File: src/design/assert_macros.svh
// assert_macros.svh
// Assertion macros used by the transition count top level.
// No dependencies; simulation bodies vanish when SYNTH is set.
`ifndef ASSERT_MACROS_SVH
`define ASSERT_MACROS_SVH
`ifndef SYNTH
`define LTCM_ASSERT(lbl, clk, rst_n, cond) \
  lbl: assert property (@(posedge clk) disable iff (!rst_n) (cond)) \
    else $error("%m: check failed");
`define LTCM_IMPLIES(lbl, clk, rst_n, ante, cons) \
  lbl: assert property (@(posedge clk) disable iff (!rst_n) (ante) |-> (cons)) \
    else $error("%m: check failed");
`define LTCM_NEXT(lbl, clk, rst_n, ante, cons) \
  lbl: assert property (@(posedge clk) disable iff (!rst_n) (ante) |=> (cons)) \
    else $error("%m: check failed");
`else
`define LTCM_ASSERT(lbl, clk, rst_n, cond)
`define LTCM_IMPLIES(lbl, clk, rst_n, ante, cons)
`define LTCM_NEXT(lbl, clk, rst_n, ante, cons)
`endif
`endif

File: src/design/ltcm_pkg.sv
// ltcm_pkg.sv
// Shared types and fixed constants of the lagged transition count matrix.
// No dependencies.
package ltcm_pkg;

  localparam int CMD_W       = 2;
  localparam int IN_TUSER_W  = CMD_W + 1;
  localparam int OUT_TUSER_W = 2;
  localparam int CFG_DATA_W  = 32;
  localparam int CFG_ADDR_W  = 3;

  // register index, taken from the word address bit
  localparam logic CFG_IDX_LAG = 1'b0;

  typedef enum logic [CMD_W-1:0] {
    CMD_PUSH     = 2'd0,
    CMD_RD_COUNT = 2'd1,
    CMD_RD_TABLE = 2'd2
  } ltcm_cmd_t;

  typedef enum logic [2:0] {
    S_CLEAR,
    S_IDLE,
    S_LOOK,
    S_UPD,
    S_RDCNT,
    S_HOLD
  } ltcm_state_t;

  typedef struct packed {
    logic shift;
    logic inject;
  } ltcm_dly_ctrl_t;

  typedef struct packed {
    logic old_hit;
    logic new_hit;
  } ltcm_hit_t;

endpackage

File: src/design/ltcm_table_cell.sv
// ltcm_table_cell.sv
// One entry of the distinct value table with its two match comparators.
// Depends on ltcm_pkg for the hit struct.
module ltcm_table_cell #(
  parameter int SAMPLE_BITS = 16
) (
  input  logic                    clk,
  input  logic                    we,
  input  logic [SAMPLE_BITS-1:0]  wdata,
  input  logic                    occupied,
  input  logic [SAMPLE_BITS-1:0]  key_old,
  input  logic [SAMPLE_BITS-1:0]  key_new,
  output logic [SAMPLE_BITS-1:0]  value,
  output ltcm_pkg::ltcm_hit_t     hit
);

  logic [SAMPLE_BITS-1:0] value_r;

  always_ff @(posedge clk) begin
    if (we) begin
      value_r <= wdata;
    end
  end

  assign value = value_r;

  always_comb begin
    hit.old_hit = occupied && (value_r == key_old);
    hit.new_hit = occupied && (value_r == key_new);
  end

endmodule

File: config.mk
export PLATFORM = sky130hd
export DESIGN_NAME = ltcm_table_cell
export DESIGN_NICKNAME = d
export VERILOG_FILES = /design/src/design/assert_macros.svh /design/src/design/ltcm_pkg.sv /design/src/design/ltcm_table_cell.sv
export SDC_FILE = /design/constraint.sdc
export NUM_CORES = 1
export LEC_CHECK = 0
export BUFFER_PORTS_ARGS = -buffer_cell sky130_fd_sc_hd__buf_2
export CAP_MARGIN = 15
export CORE_MARGIN = 2
export CORE_UTILIZATION = 34
export DETAILED_ROUTE_END_ITERATION = 8
export HOLD_SLACK_MARGIN = 0.02
export PLACE_DENSITY = 0.75
export SLEW_MARGIN = 0
export SYNTH_ARGS = -nofsm -noshare
export SYNTH_HDL_FRONTEND = slang
export SYNTH_SLANG_ARGS = --single-unit
File: constraint.sdc
create_clock -name clk -period 1.2 [get_ports clk]
set_input_delay 0.06 -clock clk [delete_from_list [all_inputs] [get_ports clk]]
set_output_delay 0.06 -clock clk [all_outputs]
set_load 0.01 [all_outputs]
Word level (Yosys, flattened, before mapping)

Cells that the tools add are included.

Register bits: 16
Input bits: 51
Word-level logic and storage cells: 5

Equal/unequal tests: 2
Reduce and logical (&&, ||, !) cells: 2

Operators with widths:

| cell                 | count |
|---|---|
| equality test 16 bit | 2 |
| logical AND 1 bit    | 2 |

Depth between registers and ports, before layout

Depth in word-level cells: 2
Gate-level depth with buffers: 4
Depth with buffers taken out: 4

Worst setup path before layout

Ideal clock, no wire load.

Kind: register -> output
Start point: register value_r[13] (netlist: value[13])
End point: output port hit[0] in the netlist's numbering
Arrival: 1.340 ns
Data required time: 1.140 ns
Slack: -0.200 ns
Stages on the path, launching flop included: 5
Buffers on the path: 0
Path through: edfxtp_1 -> xor2_1 -> nor4_1 -> nand4_1 -> nor4_2

RTL lines:

| item                   | line                  | text |
|---|---|---|
| start, declared        | ltcm_table_cell.sv:17 | `logic [SAMPLE_BITS-1:0] value_r;` |
| start signal, assigned | ltcm_table_cell.sv:21 | `value_r <= wdata;` |
| end, declared          | ltcm_table_cell.sv:14 | `output ltcm_pkg::ltcm_hit_t hit` |

==> qor.txt <==
maximum vdd drop - 734 uV
critical path's top delay family - simple AND/OR/NAND/NOR gates
data required time at the worst endpoint - 1.14 ns
final cell count without fillers - 185
number of nets produced by synthesis - 111
ANT nets after route - 0
number of nets in the finished design - 208
TritonCTS clock tree - done
# H-tree levels - 1
post-cts resize count - 0
DPL Wire Length - 1.92 mm
total via count in the routed design - 814
Rows - 18
area inside the core boundary - 2410 um^2
Initial Utilization - 0.350
Cell Count Post-Placement - 164
worst setup slack after layout - -0.536 ns
number of buffers and inverters on the critical path - 1
kind of end point of the critical path - output port
Worst setup SP type - flop
height of the die - 53.8 um
overall overflow remaining after global route - 0
Final Max Tran Viols - 0
remaining design rule violation count - 0
maximum clock frequency - 0.576 GHz
number of flip-flops in the largest register - 16
Avg Vias per Cell - 4.40
failing checks - setup timing
share of cells above drive strength 1 - 0.523
number of clock buffers inserted by TritonCTS - 3
global-route wire length before repair - 3.39 mm
critical-path cell with the highest stage delay - sky130_fd_sc_hd__edfxtp_1
Worst Path Class, Setup - flop to output port
global placer's final weighted congestion - 0.798
Die Footprint - 2890 um^2
number of warnings issued by yosys - 0
post-placement setup slack - -0.241 ns
Seq/Total Area, Yosys - 0.570
post-layout utilization of the core - 0.615
delay of the slowest cell on the worst path - 0.42 ns
transition time of the tightest slew-check pin - 0.359 ns
post-detailed-routing wire length - 2.38 mm
syn avg cell area - 14.1 um^2
number of synthesized register bits - 16
tightest slew margin relative to the limit - 0.761
number of DRC markers in iteration 0 - 6
master cell of the clock root buffer - sky130_fd_sc_hd__clkbuf_4
CP Max Fanout - 2
number of failing hold endpoints at the final stage - 0
total clock sinks - 16
antenna violations before repair - 0
critical-path cell list - xor2_1 > nor4_1 > nand4_1 > nor4_4 > buf_2
Static Leak - 0.660 nW
count of max-cap constraint violations - 0
part of the cycle the worst path needs - 1.45
Setup Total Neg Slack - -1.06 ns
largest net degree at the start of global routing - 17
class of the tightest hold or removal check - primary input to flop
CTS clock-pin slew for the worst setup and hold paths - 0.09 ns
mapped cell area - 843 um^2
average wire per standard cell - 12.8 um
I/O pin total - 69
power density relative to cell area - 925 nW/um^2
Antenna Diode Count - 0
Die Wd - 53.8 um
global-route usage over all layers - 0.175
status - finished with violations
number of cells produced by synthesis - 60
unrepaired setup endpoints after global routing - yes
CTS Buffer Depth - 2
via count of the first global-routing pass - 778
First-pass DRT Iterations - 2
area delta synth->final - 75.7%
number of filler cells placed in the layout - 196
minimum clock period after layout - 1.74 ns
final number of setup-violating endpoints - 2
Port-buffer cells - 68
synth unique cells - 7
worst endpoint data arrival time - 1.68 ns
## cell type report
cell class / instances / area (um^2) / area share
sequential: 16 / 480 / 0.324
tap: 30 / 37.5 / 0.0253
multi-input combinational: 44 / 380 / 0.257
clock buffer: 3 / 22.5 / 0.0152
timing repair buffer: 92 / 561 / 0.378
## kinds of logic after synthesis
logic type                Yosys count  synth area share
DFF                                16             0.570
and+or+nand+nor                    12            0.0979
xor gates and xnor gates           32             0.332
## Yosys cell counts, drive strengths merged
library cell  number  area share
xnor2             24        0.25
edfxtp            16        0.57
xor2               8       0.083
nor4               4       0.045
nand2              2      0.0089
nand4              6       0.045
## routing by layer
metal / GRT usage / wire, um / vias up
met5: 0 / 0 / -
met4: 0.111 / 60 / 0
met3: 0.0333 / 187 / 7
met2: 0.293 / 1260 / 41
met1: 0.205 / 863 / 357
li1: - / - / 409
## placed cells by master (no fill, tap or decap)
master	count
sky130_fd_sc_hd__clkbuf_4	3
sky130_fd_sc_hd__buf_2	68
sky130_fd_sc_hd__nand4_1	6
sky130_fd_sc_hd__buf_4	8
sky130_fd_sc_hd__edfxtp_1	16
sky130_fd_sc_hd__nor4_4	2
sky130_fd_sc_hd__nor4_1	2
sky130_fd_sc_hd__dlygate4sd3_1	16
sky130_fd_sc_hd__xor2_1	8
sky130_fd_sc_hd__xnor2_1	24
sky130_fd_sc_hd__nand2_1	2
## path summary, 6_finish.rpt
| path | start | end | slack, ns | cells past startpoint |
|---|---|---|---|---|
| setup / recovery | value[13]$_DFFE_PP_ | hit[0] | -0.54 | 5 |
| hold / removal | we | value[10]$_DFFE_PP_ | 0.20 | 1 |
## per-stage QoR
step                power, mW  cell area [um^2]  hold slack [ns]
floorplan               0.868               861            0.159
global placement         1.05              1280            0.237
detailed placement       1.06              1280            0.239
CTS                      1.37              1470            0.202
global route             1.44              1480            0.200
finish                   1.37              1480            0.196
## power by group
group          leakage, nW  switching (mW)  internal, mW
logic                0.490           0.157         0.228
clock network       0.0138           0.164         0.117
registers            0.157          0.0384         0.666
## timing repair
action | 4_1_cts | 5_1_grt
hold buffers | 16 | 0
pin swaps | 2 | 4
buffers inserted | 1 | 1
hold endpoints to repair | 16 | 0
setup endpoints to repair | 2 | 2
Power figures use the tool's default switching activity.
