### config.mk
export PLATFORM = sky130hd
export DESIGN_NAME = ltcm_delay_cell
export DESIGN_NICKNAME = d
export VERILOG_FILES = /design/src/design/assert_macros.svh /design/src/design/ltcm_pkg.sv /design/src/design/ltcm_delay_cell.sv
export SDC_FILE = /design/constraint.sdc
export NUM_CORES = 1
export LEC_CHECK = 0
export BUFFER_PORTS_ARGS = -buffer_cell sky130_fd_sc_hd__buf_2
export CAP_MARGIN = 10
export CORE_MARGIN = 1
export CORE_UTILIZATION = 37
export CTS_BUF_LIST = sky130_fd_sc_hd__clkbuf_4
export CTS_CLUSTER_DIAMETER = 200
export CTS_CLUSTER_SIZE = 10
export DETAILED_ROUTE_END_ITERATION = 8
export GPL_TIMING_DRIVEN = 1
export HOLD_SLACK_MARGIN = 0.12
export PLACE_DENSITY = 0.82
export SLEW_MARGIN = 20
export SYNTH_ARGS = -nofsm -noshare
export SYNTH_HDL_FRONTEND = slang
export SYNTH_SLANG_ARGS = --single-unit
export TNS_END_PERCENT = 50
### constraint.sdc
create_clock -name clk -period 0.9 [get_ports clk]
set_input_delay 0.045 -clock clk [delete_from_list [all_inputs] [get_ports clk]]
set_output_delay 0.045 -clock clk [all_outputs]
set_load 0.01 [all_outputs]
### src/design/assert_macros.svh
// assert_macros.svh
// Assertion macros used by the transition count top level.
// No dependencies; simulation bodies vanish when SYNTH is set.
`ifndef ASSERT_MACROS_SVH
`define ASSERT_MACROS_SVH
`ifndef SYNTH
`define LTCM_ASSERT(lbl, clk, rst_n, cond) \
  lbl: assert property (@(posedge clk) disable iff (!rst_n) (cond)) \
    else $error("%m: check failed");
`define LTCM_IMPLIES(lbl, clk, rst_n, ante, cons) \
  lbl: assert property (@(posedge clk) disable iff (!rst_n) (ante) |-> (cons)) \
    else $error("%m: check failed");
`define LTCM_NEXT(lbl, clk, rst_n, ante, cons) \
  lbl: assert property (@(posedge clk) disable iff (!rst_n) (ante) |=> (cons)) \
    else $error("%m: check failed");
`else
`define LTCM_ASSERT(lbl, clk, rst_n, cond)
`define LTCM_IMPLIES(lbl, clk, rst_n, ante, cons)
`define LTCM_NEXT(lbl, clk, rst_n, ante, cons)
`endif
`endif

### src/design/ltcm_pkg.sv
// ltcm_pkg.sv
// Shared types and fixed constants of the lagged transition count matrix.
// No dependencies.
package ltcm_pkg;

  localparam int CMD_W       = 2;
  localparam int IN_TUSER_W  = CMD_W + 1;
  localparam int OUT_TUSER_W = 2;
  localparam int CFG_DATA_W  = 32;
  localparam int CFG_ADDR_W  = 3;

  // register index, taken from the word address bit
  localparam logic CFG_IDX_LAG = 1'b0;

  typedef enum logic [CMD_W-1:0] {
    CMD_PUSH     = 2'd0,
    CMD_RD_COUNT = 2'd1,
    CMD_RD_TABLE = 2'd2
  } ltcm_cmd_t;

  typedef enum logic [2:0] {
    S_CLEAR,
    S_IDLE,
    S_LOOK,
    S_UPD,
    S_RDCNT,
    S_HOLD
  } ltcm_state_t;

  typedef struct packed {
    logic shift;
    logic inject;
  } ltcm_dly_ctrl_t;

  typedef struct packed {
    logic old_hit;
    logic new_hit;
  } ltcm_hit_t;

endpackage

### src/design/ltcm_delay_cell.sv
// ltcm_delay_cell.sv
// One stage of the variable length sample delay line.
// Depends on ltcm_pkg for the control struct.
module ltcm_delay_cell #(
  parameter int SAMPLE_BITS = 16
) (
  input  logic                       clk,
  input  ltcm_pkg::ltcm_dly_ctrl_t   ctrl,
  input  logic [SAMPLE_BITS-1:0]     sample,
  input  logic [SAMPLE_BITS-1:0]     neighbor,
  output logic [SAMPLE_BITS-1:0]     q
);

  logic [SAMPLE_BITS-1:0] q_r;

  // take the fresh sample at the tap point, else pass the neighbour on
  always_ff @(posedge clk) begin
    if (ctrl.shift) begin
      q_r <= ctrl.inject ? sample : neighbor;
    end
  end

  assign q = q_r;

endmodule

# Word-level counts from Yosys, hierarchy flattened
# Cells that the tools add are included.
# W data, S select, Z words.
# totals
register_bits,16
latch_bits,0
ramBits,0
romBits,0
inputBits,35
out_inout_bits,16
wordCells,2
mem_count,0
# classes
n_addsub,0
mul,0
div,0
order_cmp,0
n_eq_ne,0
shift,0
mux,1
bitwise,0
n_reduce_logical,0
# op_table
op,n
$mux W16,1

# Depth between registers and ports, before layout
# depth
word_depth,1
mapped_depth,3
depth_no_buf,1

# Least setup slack after synthesis
# Ideal clock, no wire load.
# synth_path
path_type,input to register
startpoint,in ctrl[0] in the netlist's numbering
endpoint,"reg q_r[10], in the netlist q[10], data pin"
setup_ns,0.260
t_arrival_ns,0.581
required_time_ns,0.640
slack_ns,0.059
path_stages,3
path_buffers,2
cell_sequence,buf_6 -> buf_12 -> mux2_4
# synth_via
elab_chain_len,1
# synth_lines
element,line,text
start: declaration,ltcm_delay_cell.sv:8,"input ltcm_pkg::ltcm_dly_ctrl_t ctrl,"
$mux W16,ltcm_delay_cell.sv:19,q_r <= ctrl.inject ? sample : neighbor;
end signal: assignment,ltcm_delay_cell.sv:19,
end: declaration,ltcm_delay_cell.sv:14,logic [SAMPLE_BITS-1:0] q_r;
# Every way passes these cells.
# A chain may end at the register's enable or synchronous reset.

# Worst setup path in the final report
# layout_path
startpoint,in neighbor[11]
endpoint,"reg q_r[11], in the netlist q[11], data pin"
# layout_via
elab_chain_len,1
# layout_lines
element,line,text
start: declaration,ltcm_delay_cell.sv:10,"input logic [SAMPLE_BITS-1:0] neighbor,"
$mux W16,ltcm_delay_cell.sv:19,
# Every way passes these cells.

==> impl_results.md <==
* Boundary Pins at 51
* Failing checks: negative setup slack
* CORE AREA at 1780 sq um
* Most common cell after layout, fill and taps aside: buf_2
* Outcome: finished with violations
* DRT antenna net count at 0
* Routed vias/inst at roughly 4.3
* CP cell instances: dlygate4sd3_1 > buf_2 > mux2_4
* Final instance area at roughly 1100 sq um
* Startpoint types: input pin
* Hold crit path type: input pin to flop
* WP data required at between 0.9 and 1 ns
* Layout cells sized above 1 at roughly 73%
* CTS tree: built
* Worst EP arrival at 0.95 ns
* Die area at roughly 2200 sq um
* Initial antenna violation count at 0
* Mapped Cells at 34
* Cell Area, Synth at around 730 sq um
* GRT Total Usage at about 14%
* Synth Register Bits at 16
* TritonCTS Buffers at 3
* Via Count at between 500 and 600
* Clk root buf: clkbuf_4
* Initial drt markers at 2
* Area delta synth->final at 55.7%
* Wirelength, routed at roughly 1500 um
* Post-DP Area at approximately 1000 sq um
* Hold WS at roughly 0.064 ns
* Commonest non-fill, non-tap cells in the layout: buf_2, edfxtp_1, mux2_4, dlygate4sd3_1, mux2_2
* Register area at about 480 sq um
* Max reg flops at 16
* Setup Viol. Count Final at 3
* Max-cap violations at 0
* Distinct cell type count after synthesis at 5
* Clock Path Buffers at 2
* Slew at the pin closest to its max-slew limit at 0.344 ns
* Net switching power at around 0.00035 W
* GP Congestion at roughly 0.76
* Max-slew violation count at 0
* WL per Instance at about 12 um
* Max incr delay on CP at 0.53 ns
* Core Util, Final at a little under two thirds
* CTS sink cnt at 16
* Ant diodes at 0
* Seq/Total Area, Yosys at 65.9%
* CP max FO at 1
* PD cells at approximately 1400 nW/um^2
* First-pass GRT wire length at 2010 um
* DR DRC count at 0
* Place WS at -0.00901 ns
* WP buf/inv at 2
* Final number of hold-violating endpoints at 0
* CP max-delay cell: dlygate4sd3_1
* Setup CP Type: input pin to flop
* Fin crit period at just over 0.9 ns
* H-tree depth at 1
* Die H at roughly 46 um
* Relative slew slack at 77.1%
* Nets@finish at 135
* Multi-input gate area at between 200 and 250 sq um
* Largest net degree at the start of global routing at 17
* Worst Setup End Kind: flop
* Clock Power Share at 22.8%
* Worst IR Drop VDD at 0.773 mV
* Power Internal at between 0.001 and 0.0015 W
* Family with the most delay on the worst path: buffers and inverters
* Mapped Avg Cell Area at 21.5 sq um
* Placed Cells at between 100 and 150
* Period utilization at 102%
* Leak Pwr at 0.549 nW
* Fillcell total at roughly 130
* Fmax at between 1000 and 1500 MHz
* Number of global-route vias before repair at slightly above 500
* Switch share at 21.5%
* Clock-pin slew on the worst setup and hold paths at 0.09 ns
* Num rows at 15
* Die span in x at between 40 and 50 um
* Initial Utilization at 40.9%
* Pre-Repair DR Iteration Count at 2
* Setup WS post-layout at -0.0165 ns
* GRT overflow at 0
* Hpwl dp at about 1100 um
* Part of the power in combinational logic at about 20%
* Syn Nets at around 70
* Fin cells at 124
* Warnings, synthesis at 0
* IO Port Bufs at 50
* Sequential fraction of design power at ~57%
area by class of cell:
type	count	share of cell area (%)
sequential	16	42.3
multi-input combinational	16	19.2
clock buffer	3	1.98
tap	25	2.75
clock inverter	1	0.330
timing repair buffer	63	33.5
routing by layer:
layer	global-route usage (%)	share of wire [%]
met5	0	0
met4	6.47	1.5
met3	4.31	4.8
met2	26.7	59
met1	12.5	35
synth_stat cells:
| cell | n | area share, % |
|---|---|---|
| mux2_4 | 10 | 21 |
| buf_12 | 1 | 2.7 |
| mux2_2 | 6 | 9.3 |
| edfxtp_1 | 16 | 66 |
| buf_6 | 1 | 1.5 |
power by group through the flow:
stage               logic, W  clock network (W)  registers (W)
global placement    0.000291                  0       0.000930
floorplan           0.000107                  0       0.000973
global route        0.000358           0.000402       0.000922
CTS                 0.000315           0.000375       0.000916
finish              0.000329           0.000367       0.000914
detailed placement  0.000298                  0       0.000933
per-stage QoR:
step	power, W	TNS [ns]
after global routing	0.00168	-0.0185
final	0.00161	-0.0330
after detailed placement	0.00123	-0.0197
after CTS	0.00161	0
after global placement	0.00122	0
after floorplan	0.00108	0
worst paths after layout:
| check | cells past startpoint | slack, ns | start | endpoint |
|---|---|---|---|---|
| worst max-delay path | 3 | -0.02 | neighbor[11] | q[11] |
| worst min-delay path | 2 | 0.06 | neighbor[10] | q[10] |
kinds of logic (layout without fill, tap and decap cells):
family | after synthesis | in the layout | synth area share (%)
flip-flops | 16 | 16 | 65.9
multiplexers | 16 | 16 | 29.8
buffers and inverters | 2 | 67 | 4.29
what timing repair did:
| action | CTS | global route |
|---|---|---|
| gates resized for setup | 0 | 2 |
| setup buffers | 0 | 0 |
| hold buffers | 5 | 5 |
| endpoints found under the hold margin | 16 | 16 |
| setup endpoints to repair | 0 | 3 |
No activity file was read; power rests on OpenSTA's default activity.
